`src/design/cnic_pkg.sv`:
```
`timescale 1ns / 1ps
// ----------------------------------------------------------------------------
// cnic_pkg
// Shared types, widths and helpers for the neighbor intersection counter.
// ----------------------------------------------------------------------------
package cnic_pkg;

    localparam int MAX_NODES    = 1024;
    localparam int MAX_NONZEROS = 8192;

    localparam int NODE_W   = 10;                       // row / column index
    localparam int LIMIT_W  = $clog2(MAX_NODES + 1);    // node count, limit
    localparam int POS_W    = 13;                       // position field
    localparam int VAL_W    = 14;                       // value field, row start
    localparam int CNT_W    = 11;                       // common count
    localparam int TYPE_W   = 2;
    localparam int RS_AW    = $clog2(MAX_NODES + 1);    // row-start table address
    localparam int COL_AW   = $clog2(MAX_NONZEROS);     // column table address
    localparam int LEN_W    = VAL_W;                    // list length / cursor

    localparam int QUEUE_DEPTH = 2;
    localparam int QPTR_W      = $clog2(QUEUE_DEPTH);
    localparam int QCNT_W      = $clog2(QUEUE_DEPTH + 1);

    localparam logic [CNT_W-1:0]   COUNT_MAX     = {CNT_W{1'b1}};
    localparam logic [LIMIT_W-1:0] NODE_LIMIT    = LIMIT_W'(MAX_NODES);
    localparam logic [VAL_W-1:0]   NNZ_LIMIT     = VAL_W'(MAX_NONZEROS);
    localparam logic [POS_W-1:0]   RS_POS_MAX    = POS_W'(MAX_NODES);
    localparam logic [LIMIT_W-1:0] NODE_COUNT_RST = LIMIT_W'(1024);

    // request type codes on the input port
    localparam logic [TYPE_W-1:0] REQ_LOAD_RS  = 2'd0;
    localparam logic [TYPE_W-1:0] REQ_LOAD_COL = 2'd1;
    localparam logic [TYPE_W-1:0] REQ_COMPUTE  = 2'd2;

    // register index of node_count, taken from the word address
    localparam logic REG_NODE_COUNT = 1'b0;

    typedef enum logic [1:0] {
        OP_LOAD_RS,
        OP_LOAD_COL,
        OP_COMPUTE
    } op_t;

    typedef struct packed {
        op_t               op;
        logic [POS_W-1:0]  position;
        logic [VAL_W-1:0]  value;
        logic [NODE_W-1:0] row;
    } cmd_t;

    typedef enum logic [3:0] {
        B_IDLE,
        B_COL,
        B_RS0,
        B_RS1,
        B_RS2,
        B_RS3,
        B_RS4,
        B_LEN,
        B_SEL,
        B_XRD,
        B_XWT,
        B_YRD,
        B_YCMP,
        B_DONE
    } back_state_t;

    // Length of a neighbor list from its row-start bounds; end clipped.
    function automatic logic [LEN_W-1:0] list_len(input logic [VAL_W-1:0] s,
                                                  input logic [VAL_W-1:0] e);
        logic [VAL_W-1:0] e_clip;
        e_clip = (e > NNZ_LIMIT) ? NNZ_LIMIT : e;
        return (s < e_clip) ? LEN_W'(e_clip - s) : '0;
    endfunction

endpackage

```
`src/design/cnic_front.sv`:
```
`timescale 1ns / 1ps
// ----------------------------------------------------------------------------
// cnic_front
// Accepts commands, drops the ones that do nothing and queues the rest.
// ----------------------------------------------------------------------------
module cnic_front
    import cnic_pkg::*;
(
    input  logic              clk,
    input  logic              rst_n,
    input  logic              start,
    input  logic [TYPE_W-1:0] req_type,
    input  logic [POS_W-1:0]  position,
    input  logic [VAL_W-1:0]  value,
    input  logic [NODE_W-1:0] row,
    input  logic              pop,
    output logic              busy,
    output logic              q_valid,
    output cmd_t              q_head
);

    cmd_t              q_mem [QUEUE_DEPTH];
    logic [QPTR_W-1:0] wr_ptr_reg, wr_ptr_next;
    logic [QPTR_W-1:0] rd_ptr_reg, rd_ptr_next;
    logic [QCNT_W-1:0] count_reg, count_next;
    logic              accept;
    logic              keep;
    logic              push;
    logic              do_pop;
    cmd_t              cmd;

    assign busy    = (count_reg == QCNT_W'(QUEUE_DEPTH));
    assign q_valid = (count_reg != '0);
    assign q_head  = q_mem[rd_ptr_reg];
    assign accept  = start && !busy;

    // classify: unused type and out-of-range row-start loads are dropped
    always_comb
    begin
        cmd.position = position;
        cmd.value    = value;
        cmd.row      = row;
        cmd.op       = OP_COMPUTE;
        keep         = 1'b0;
        case (req_type)
            REQ_LOAD_RS:
            begin
                cmd.op = OP_LOAD_RS;
                keep   = (position <= RS_POS_MAX);
            end
            REQ_LOAD_COL:
            begin
                cmd.op = OP_LOAD_COL;
                keep   = 1'b1;
            end
            REQ_COMPUTE:
            begin
                cmd.op = OP_COMPUTE;
                keep   = 1'b1;
            end
            default:
            begin
                keep = 1'b0;
            end
        endcase
    end

    assign push   = accept && keep;
    assign do_pop = pop && q_valid;

    always_comb
    begin
        wr_ptr_next = push   ? wr_ptr_reg + 1'b1 : wr_ptr_reg;
        rd_ptr_next = do_pop ? rd_ptr_reg + 1'b1 : rd_ptr_reg;
        count_next  = count_reg;
        if (push && !do_pop)
        begin
            count_next = count_reg + 1'b1;
        end
        else if (!push && do_pop)
        begin
            count_next = count_reg - 1'b1;
        end
    end

    always_ff @(posedge clk or negedge rst_n)
    begin
        if (!rst_n)
        begin
            wr_ptr_reg <= '0;
            rd_ptr_reg <= '0;
            count_reg  <= '0;
        end
        else
        begin
            wr_ptr_reg <= wr_ptr_next;
            rd_ptr_reg <= rd_ptr_next;
            count_reg  <= count_next;
        end
    end

    always_ff @(posedge clk)
    begin
        if (push)
        begin
            q_mem[wr_ptr_reg] <= cmd;
        end
    end

`ifndef ASSERT_OFF
    a_count_bound: assert property (@(posedge clk) disable iff (!rst_n)
        count_reg <= QCNT_W'(QUEUE_DEPTH))
        else $error("queue count above depth");

    a_pop_nonempty: assert property (@(posedge clk) disable iff (!rst_n)
        do_pop |=> (count_reg == $past(count_reg) - 1'b1) ||
                   (count_reg == $past(count_reg)))
        else $error("queue count wrong after pop");

    a_push_count: assert property (@(posedge clk) disable iff (!rst_n)
        (push && !do_pop) |=> count_reg == $past(count_reg) + 1'b1)
        else $error("queue count wrong after push");
`endif

endmodule

```
`config.mk`:
```
export PLATFORM = sky130hd
export DESIGN_NAME = cnic_front
export DESIGN_NICKNAME = d
export VERILOG_FILES = /design/src/design/cnic_pkg.sv /design/src/design/cnic_front.sv
export SDC_FILE = /design/constraint.sdc
export NUM_CORES = 1
export LEC_CHECK = 0
export BUFFER_PORTS_ARGS = -buffer_cell sky130_fd_sc_hd__buf_2
export CAP_MARGIN = 40
export CORE_MARGIN = 2
export CORE_UTILIZATION = 56
export CTS_CLUSTER_DIAMETER = 200
export CTS_CLUSTER_SIZE = 10
export DETAILED_ROUTE_END_ITERATION = 10
export GPL_ROUTABILITY_DRIVEN = 0
export PLACE_DENSITY = 0.84
export SLEW_MARGIN = 5
export SYNTH_ARGS = -nofsm -noshare
export SYNTH_HDL_FRONTEND = slang
export SYNTH_SLANG_ARGS = --single-unit
```
`constraint.sdc`:
```
create_clock -name clk -period 4.7 [get_ports clk]
set_input_delay 0.705 -clock clk [delete_from_list [all_inputs] [get_ports clk]]
set_output_delay 0.705 -clock clk [all_outputs]
set_load 0.01 [all_outputs]
```
==> impl_metrics.sql, run 1 <==
INSERT INTO impl_metrics (metric_group, metric, value, unit) VALUES
('sta', 'worst_slew_margin_rel', '75.2', '%'),
('finish', 'post_layout_nonfiller_instances', '321', ''),
('power', 'switching_power', '534', 'uW'),
('worst_hold_path', 'hold_wc_path_type', 'in2async', ''),
('synth', 'postSynthAreaPerCell', '20.5', 'sq um'),
('drt', 'wl', '5130', 'microns'),
('status', 'run_status', 'completed', ''),
('synth', 'synthesis.yosys.warnings', '0', ''),
('synth', 'yosys.cell_types.count', '19', ''),
('power', 'total_leakage_power', '1.45', 'nW'),
('synth', 'syn-instance-count', '153', ''),
('power', 'switching_share', '27.3', '%'),
('sta', 'worst_hold_slack', '0.160', 'ns'),
('sta', 'tightest_slew', '0.372', 'ns'),
('worst_setup_path', 'worstSetupPathType', 'in2reg', ''),
('die', 'std_cell_rows', '27', ''),
('sta', 'setup-violations-final', '0', ''),
('sta', 'rsz0062_at_grt', 'false', ''),
('sta', 'slew_viols_final', '0', ''),
('clocking', 'cts_setup_buffers', '0', ''),
('drt', 'dr.first_iter.drc_count', '58', ''),
('sta', 'timing.fmax', '383', 'MHz'),
('global_route', 'grt_use_total', '17.7', '%'),
('drt', 'drt_first_pass_iters', '4', ''),
('power', 'power_frac_clock', '23.2', '%'),
('global_route', 'pin_count_of_the_biggest_net_entering_global_routing', '34', ''),
('clocking', 'cts_repair_resize_count', '0', ''),
('worst_setup_path', 'critPathLaunchType', 'primary input', ''),
('sta', 'crit_path_time_final', '2.61', 'ns'),
('clocking', 'clock_slew_seen_by_the_registers_of_the_worst_setup_and_hold_paths', '0.07', 'ns'),
('clocking', 'clock_insertion_delay_at_the_later_pin_of_the_skew_report', '0.33', 'ns'),
('drt', 'route.detailed.drc', '0', ''),
('finish', 'layout-drive-gt1-share', '57.8', '%'),
('sta', 'finalSetupTns', '0', 'ns'),
('synth', 'sequential_cell_area_fraction_in_the_yosys_report', '77.9', '%'),
('worst_setup_path', 'critPathBufInv', '3', ''),
('finish', 'utilization', '71.1', '%'),
('worst_setup_path', 'worstPathRequired', '4.73', 'ns'),
('clocking', 'cts.path.max_buffers', '2', ''),
('worst_setup_path', 'cp_cell_sequence', 'buf_2 -> inv_1 -> ha_1 -> nor3b_2 -> nand4_1 -> a2111oi_4 -> nor2b_4 -> buf_12', ''),
('clocking', 'tritoncts', 'done', ''),
('global_route', 'grt_pass1_wl', '8000', 'microns'),
('job', 'max_cap_violations', '0', ''),
('finish', 'n_diodes', '0', ''),
('die', 'core_region_area', '5440', 'sq um'),
('clocking', 'ctsRootBufferMaster', 'clkbuf_8', ''),
('global_route', 'number_of_global_route_vias_before_repair', '1647', ''),
('clocking', 'clock_sinks', '82', ''),
('clocking', 'ctsHtreeMaxLevel', '3', ''),
('sta', 'fin_skew', '0.00426', 'ns'),
('clocking', 'cts_buffers', '9', ''),
('power', 'pwr_density_cell', '505', 'nW/um^2'),
('worst_setup_path', 'timing.critical_path.arrival', '2.64', 'ns'),
('power', 'power_frac_seq', '48.6', '%'),
('global_route', 'grt_antenna_before_repair', '0', ''),
('drt', 'ant_nets', '0', ''),
('synth', 'post_synth_instance_area', '3130', 'sq um'),
('finish', 'layout_common_cells', '83 x buf_2, 78 x edfxtp_1, 39 x mux2_2', ''),
('die', 'die_width', '78.8', 'microns'),
('clocking', 'cts-hold-fix-buffers', '0', ''),
('worst_setup_path', 'cpPeakStageDelay', '0.48', 'ns'),
('placement', 'dpl-instance-area', '3690', 'sq um'),
('placement', 'place.detailed.instances', '307', ''),
('die', 'die-height', '78.8', 'microns'),
('finish', 'fin_nets', '294', ''),
('synth', 'synth.top_cell.area_share', '74.7', '%'),
('drt', 'post_drt_via_cell_ratio', '5.09', ''),
('die', 'ports', '84', ''),
('drt', 'detailroute.via_count', '1635', ''),
('synth', 'synth_fp_nets', '201', ''),
('synth', 'postSynthRegisterBits', '82', '');
==> synth_stat cells <==
| library cell | instances |
|---|---|
| nor2_1 | 3 |
| nand2_1 | 1 |
| a21oi_1 | 1 |
| and2_1 | 1 |
| nor4_2 | 2 |
| xor2_1 | 3 |
| nor2b_1 | 2 |
| buf_1 | 3 |
| a2111oi_4 | 1 |
| nor3b_2 | 1 |
| or2_2 | 1 |
| xnor2_1 | 2 |
| inv_1 | 4 |
| clkbuf_1 | 1 |
| edfxtp_1 | 78 |
| ha_1 | 5 |
| dfrtp_1 | 4 |
| nand4_1 | 1 |
| mux2_2 | 39 |
==> worst paths after layout <==
check | from | to | slack, ns | cells past startpoint
worst max-delay path | req_type[1] | q_mem[0][8]$_DFFE_PP_ | 2.09 | 8
worst min-delay path | rst_n | count_reg[1]$_DFFE_PN0P_ | 0.16 | 1
worst max register to register | count_reg[1]$_DFFE_PN0P_ | q_mem[0][8]$_DFFE_PP_ | 2.83 | 4
worst min register to register | count_reg[1]$_DFFE_PN0P_ | count_reg[1]$_DFFE_PN0P_ | 0.51 | 1
max in group asynchronous | rst_n | rd_ptr_reg$_DFFE_PN0P_ | 4.41 | 1
min in group clk | count_reg[1]$_DFFE_PN0P_ | count_reg[1]$_DFFE_PN0P_ | 0.51 | 1
==> kinds of logic (layout without fill, tap and decap cells) <==
logic type,Yosys count,in the layout,synth area share (%)
flops,82,82,77.9
mux,39,39,14.0
simple gates,12,12,2.67
buf+inv,8,104,0.958
fa+ha+maj,5,5,2.00
xor+xnor,5,5,1.40
compound gates,2,2,1.04
==> layout make-up <==
class	instances	area [sq um]
Sequential cell	82	2440
Fill cell	366	1570
Multi-Input combinational cell	63	671
Timing Repair Buffer	86	475
Clock buffer	10	128
Tap cell	72	90.1
Clock inverter	4	45.0
Inverter	4	15.0
==> worst reg2reg max path, delay by kind of cell (launching register included) <==
kind                   cells  cell delay [ns]
flip-flops                 1             0.40
AO/OA/AOI/OAI              1             0.30
AND/OR/NAND/NOR            2             0.61
buffers and inverters      1             0.25
==> stage by stage <==
stage          power [mW]  worst slack, ns
2_1_floorplan        1.30            0.761
3_3_place_gp         1.49             1.49
3_5_place_dp         1.52             1.78
4_1_cts              1.98             2.07
5_1_grt              2.05             1.90
6_report             1.95             2.09
==> power by group through the flow <==
stage,registers [mW],logic [mW],clock network (mW)
after floorplan,0.940,0.363,0
after global placement,1.01,0.477,0
after detailed placement,0.965,0.559,0
after CTS,0.950,0.562,0.464
after global routing,0.959,0.595,0.497
final,0.949,0.553,0.453
==> layer usage <==
metal | GRT usage [%] | up-vias | share of wire, %
li1 | - | 780 | -
met1 | 21.2 | 796 | 38
met2 | 30.4 | 51 | 54
met3 | 4.32 | 8 | 5.8
met4 | 8.28 | 0 | 1.4
met5 | 0 | - | 0
Power figures use the tool's default switching activity.
==> run 2: changes to the inputs <==
- ABC_AREA: not set -> 1
- CORE_UTILIZATION: 56 -> 47
- PLACE_DENSITY: 0.84 -> 0.75
- clock period: 4.7 -> 2.13 ns (I/O delays scaled with it)
==> impl_metrics.sql, run 2 <==
INSERT INTO impl_metrics (metric_group, metric, value, unit) VALUES
('status', 'run_status', 'completed', ''),
('global_route', 'pin_count_of_the_biggest_net_entering_global_routing', '40', ''),
('drt', 'detailroute.via_count', '2033', ''),
('die', 'core_region_area', '6420', 'sq um'),
('sta', 'rsz0062_at_grt', 'false', ''),
('power', 'switching_share', '32.9', '%'),
('power', 'max_rail_drop_vdd', '0.000780', 'V'),
('worst_setup_path', 'endpoint_kind', 'output pin', ''),
('die', 'std_cell_rows', '29', ''),
('clocking', 'cts_repair_resize_count', '0', ''),
('worst_hold_path', 'hold_wc_path_type', 'in2reg', ''),
('finish', 'layout-drive-gt1-share', '31.3', '%'),
('finish', 'layout_common_cells', '123 x nand2_1, 83 x buf_2, 78 x edfxtp_1', ''),
('placement', 'post-dp-hpwl', '3700', 'microns'),
('job', 'max_cap_violations', '0', ''),
('clocking', 'cts-hold-fix-buffers', '1', ''),
('power', 'switching_power', '1.48', 'mW'),
('global_route', 'number_of_global_route_vias_before_repair', '1930', ''),
('placement', 'number_of_port_buffers', '83', ''),
('drt', 'drt_first_pass_iters', '4', ''),
('die', 'die_width', '86.2', 'microns'),
('worst_setup_path', 'timing.critical_path.mode_cell', 'nand2_1', ''),
('synth', 'postSynthAreaPerCell', '12.8', 'sq um'),
('clocking', 'cts.path.max_buffers', '2', ''),
('power', 'comb_power_share', '32.4', '%'),
('sta', 'slew_viols_final', '0', ''),
('drt', 'dr.first_iter.drc_count', '92', ''),
('drt', 'post_drt_via_cell_ratio', '4.85', ''),
('die', 'die-area', '7420', 'sq um'),
('worst_setup_path', 'critPathBufInv', '3', ''),
('global_route', 'grt_pass1_wl', '8690', 'microns'),
('power', 'fin_total_pwr', '4.52', 'mW'),
('finish', 'n_diodes', '0', ''),
('clocking', 'clock_sinks', '82', ''),
('synth', 'syn-instance-count', '248', ''),
('finish', 'most_common_cell_after_layout_fill_and_taps_aside', 'nand2_1', ''),
('drt', 'ant_nets', '0', ''),
('sta', 'finalSetupTns', '0', 'ns'),
('synth', 'sequential_cell_area_fraction_in_the_yosys_report', '77.0', '%'),
('worst_setup_path', 'timing.critical_path.arrival', '1.47', 'ns'),
('clocking', 'tritoncts', 'done', ''),
('sta', 'setup-violations-final', '0', ''),
('power', 'power_frac_seq', '45.1', '%'),
('global_route', 'gr-total-overflow', '0', ''),
('power', 'total_leakage_power', '1.70', 'nW'),
('clocking', 'cts_setup_buffers', '0', ''),
('worst_setup_path', 'rrSetupSlack', '0.55', 'ns'),
('synth', 'synth.top_cell.area_share', '73.8', '%'),
('clocking', 'clock_insertion_delay_at_the_later_pin_of_the_skew_report', '0.34', 'ns'),
('clocking', 'clock_slew_seen_by_the_registers_of_the_worst_setup_and_hold_paths', '0.08', 'ns'),
('worst_setup_path', 'worstSetupPathType', 'reg2out', ''),
('sta', 'worst_slew_margin_rel', '72.0', '%'),
('power', 'int_power', '3.03', 'mW'),
('synth', 'postSynthRegisterBits', '82', ''),
('synth', 'yosys.area.top_type', 'edfxtp_1', ''),
('synth', 'synthTopCellsByCount', '123 x nand2_1, 78 x edfxtp_1, 7 x inv_1, 7 x nor2_1, 6 x buf_2', ''),
('finish', 'area.growth.synth_to_final', '22.8', '%'),
('synth', 'post_synth_instance_area', '3170', 'sq um'),
('synth', 'synth.most_common_cell', 'nand2_1', ''),
('synth', 'post_synth_main_area_contributors', 'edfxtp_1 74%, nand2_1 15%, dfrtp_1 3.2%', ''),
('sta', 'tightest_slew', '0.420', 'ns'),
('global_route', 'grt_use_total', '15.7', '%'),
('drt', 'route.detailed.drc', '0', ''),
('worst_setup_path', 'worstPathRequired', '1.81', 'ns'),
('sta', 'fin_skew', '0.00837', 'ns'),
('finish', 'max_reg_flops', '78', ''),
('global_route', 'grt_antenna_before_repair', '0', ''),
('die', 'ports', '84', ''),
('synth', 'synth_enable_flop_cells', '78', ''),
('worst_setup_path', 'cp_cell_sequence', 'inv_2 -> buf_12 -> nand2_1 -> nand2_1 -> buf_2', ''),
('synth', 'ys.flop_type', 'edfxtp_1', ''),
('clocking', 'cts_buffers', '9', ''),
('sta', 'crit_path_time_final', '1.79', 'ns'),
('sta', 'final_hold_violations', '0', ''),
('worst_setup_path', 'cpPeakStageDelay', '0.39', 'ns'),
('power', 'power_frac_clock', '22.5', '%'),
('worst_setup_path', 'critPathLaunchType', 'flip-flop', ''),
('finish', 'final.fill_count', '528', ''),
('worst_setup_path', 'critical-path-top-delay-family', 'buffers and inverters', ''),
('clocking', 'ctsHtreeMaxLevel', '3', ''),
('die', 'die-height', '86.2', 'microns'),
('clocking', 'ctsRootBufferMaster', 'clkbuf_8', ''),
('sta', 'final_min_period_over_clock_period', '83.9', '%'),
('drt', 'post_drt_wl_per_cell', '13.6', 'microns'),
('worst_setup_path', 'critical_path.slowest_cell', 'dfrtp_1', ''),
('finish', 'fin_nets', '387', ''),
('finish', 'final_non_filler_cell_area', '3900', 'sq um'),
('placement', 'dpl-instance-area', '3710', 'sq um'),
('synth', 'postSynth.asyncResetShare', '4.88', '%'),
('die', 'initial_utilization', '49.4', '%'),
('synth', 'synthesis.yosys.warnings', '0', ''),
('drt', 'wl', '5720', 'microns'),
('synth', 'yosys.cell_types.count', '18', ''),
('synth', 'synth_fp_nets', '296', ''),
('power', 'pwr_density_cell', '1160', 'nW/um^2'),
('sta', 'timing.fmax', '560', 'MHz'),
('worst_setup_path', 'timing.critical_path.fanout_max', '26', '');
-- run 2: cell types whose count changed after synthesis, moves of 2 or more --
cell	before	now
buf_2	0	6
nor2b_1	2	0
nand3_1	0	2
nand2_2	0	2
mux2_2	39	0
nand2_1	1	123
inv_2	0	3
inv_1	4	7
buf_4	0	2
nor2_1	3	7
nor4_2	2	0
buf_1	3	0
-- run 2: routing by layer --
layer	global-route usage, %	vias to the layer above	part of all wire [%]
met5	0	-	0
met4	7.36	0	1.1
met3	4.91	9	6.2
met2	26.7	67	50
met1	18.1	954	43
li1	-	1003	-
-- run 2: final timing paths --
kind	startpoint	to	depth (start not counted)
min in group asynchronous	rst_n	count_reg[0]$_DFFE_PN0P_	2
setup / recovery	rd_ptr_reg$_DFFE_PN0P_	q_head[38]	5
setup reg to reg	count_reg[1]$_DFFE_PN0P_	count_reg[1]$_DFFE_PN0P_	9
max in group asynchronous	rst_n	wr_ptr_reg$_DFFE_PN0P_	2
hold / removal	row[8]	q_mem[0][8]$_DFFE_PP_	1
hold reg to reg	wr_ptr_reg$_DFFE_PN0P_	wr_ptr_reg$_DFFE_PN0P_	2
-- run 2: cell families after synthesis --
family | synth area share [%]
compound gates | 0.552
xor+xnor | 0.828
fa+ha+maj | 1.97
buf+inv | 2.60
flops | 77.0
simple gates | 17.1
-- run 2: area by class of cell --
cell class | count | area (sq um) | share of cell area (%)
Tap cell | 77 | 96.3 | 2.47
Sequential cell | 82 | 2440 | 62.7
Inverter | 10 | 37.5 | 0.963
Clock buffer | 10 | 128 | 3.27
Timing Repair Buffer | 88 | 493 | 12.6
Clock inverter | 4 | 45.0 | 1.16
Multi-Input combinational cell | 148 | 656 | 16.8
-- run 2: metrics by stage --
step,setup slack [ns],util [%],std cells,hold WS (ns)
floorplan,0.0571,-,248,0.0239
global route,0.203,60.7,419,0.150
global placement,0.290,57.8,404,0.129
CTS,0.296,60.7,419,0.147
detailed placement,0.232,57.8,404,0.132
finish,0.344,60.7,419,0.166
-- run 2: power by group through the flow --
| stage | combinational, mW | sequential (mW) | clock [mW] |
|---|---|---|---|
| 2_1_floorplan | 0.900 | 2.07 | 0 |
| 3_3_place_gp | 1.46 | 2.07 | 0 |
| 3_5_place_dp | 1.49 | 2.07 | 0 |
| 4_1_cts | 1.49 | 2.04 | 1.04 |
| 5_1_grt | 1.63 | 2.05 | 1.11 |
| 6_report | 1.46 | 2.04 | 1.02 |
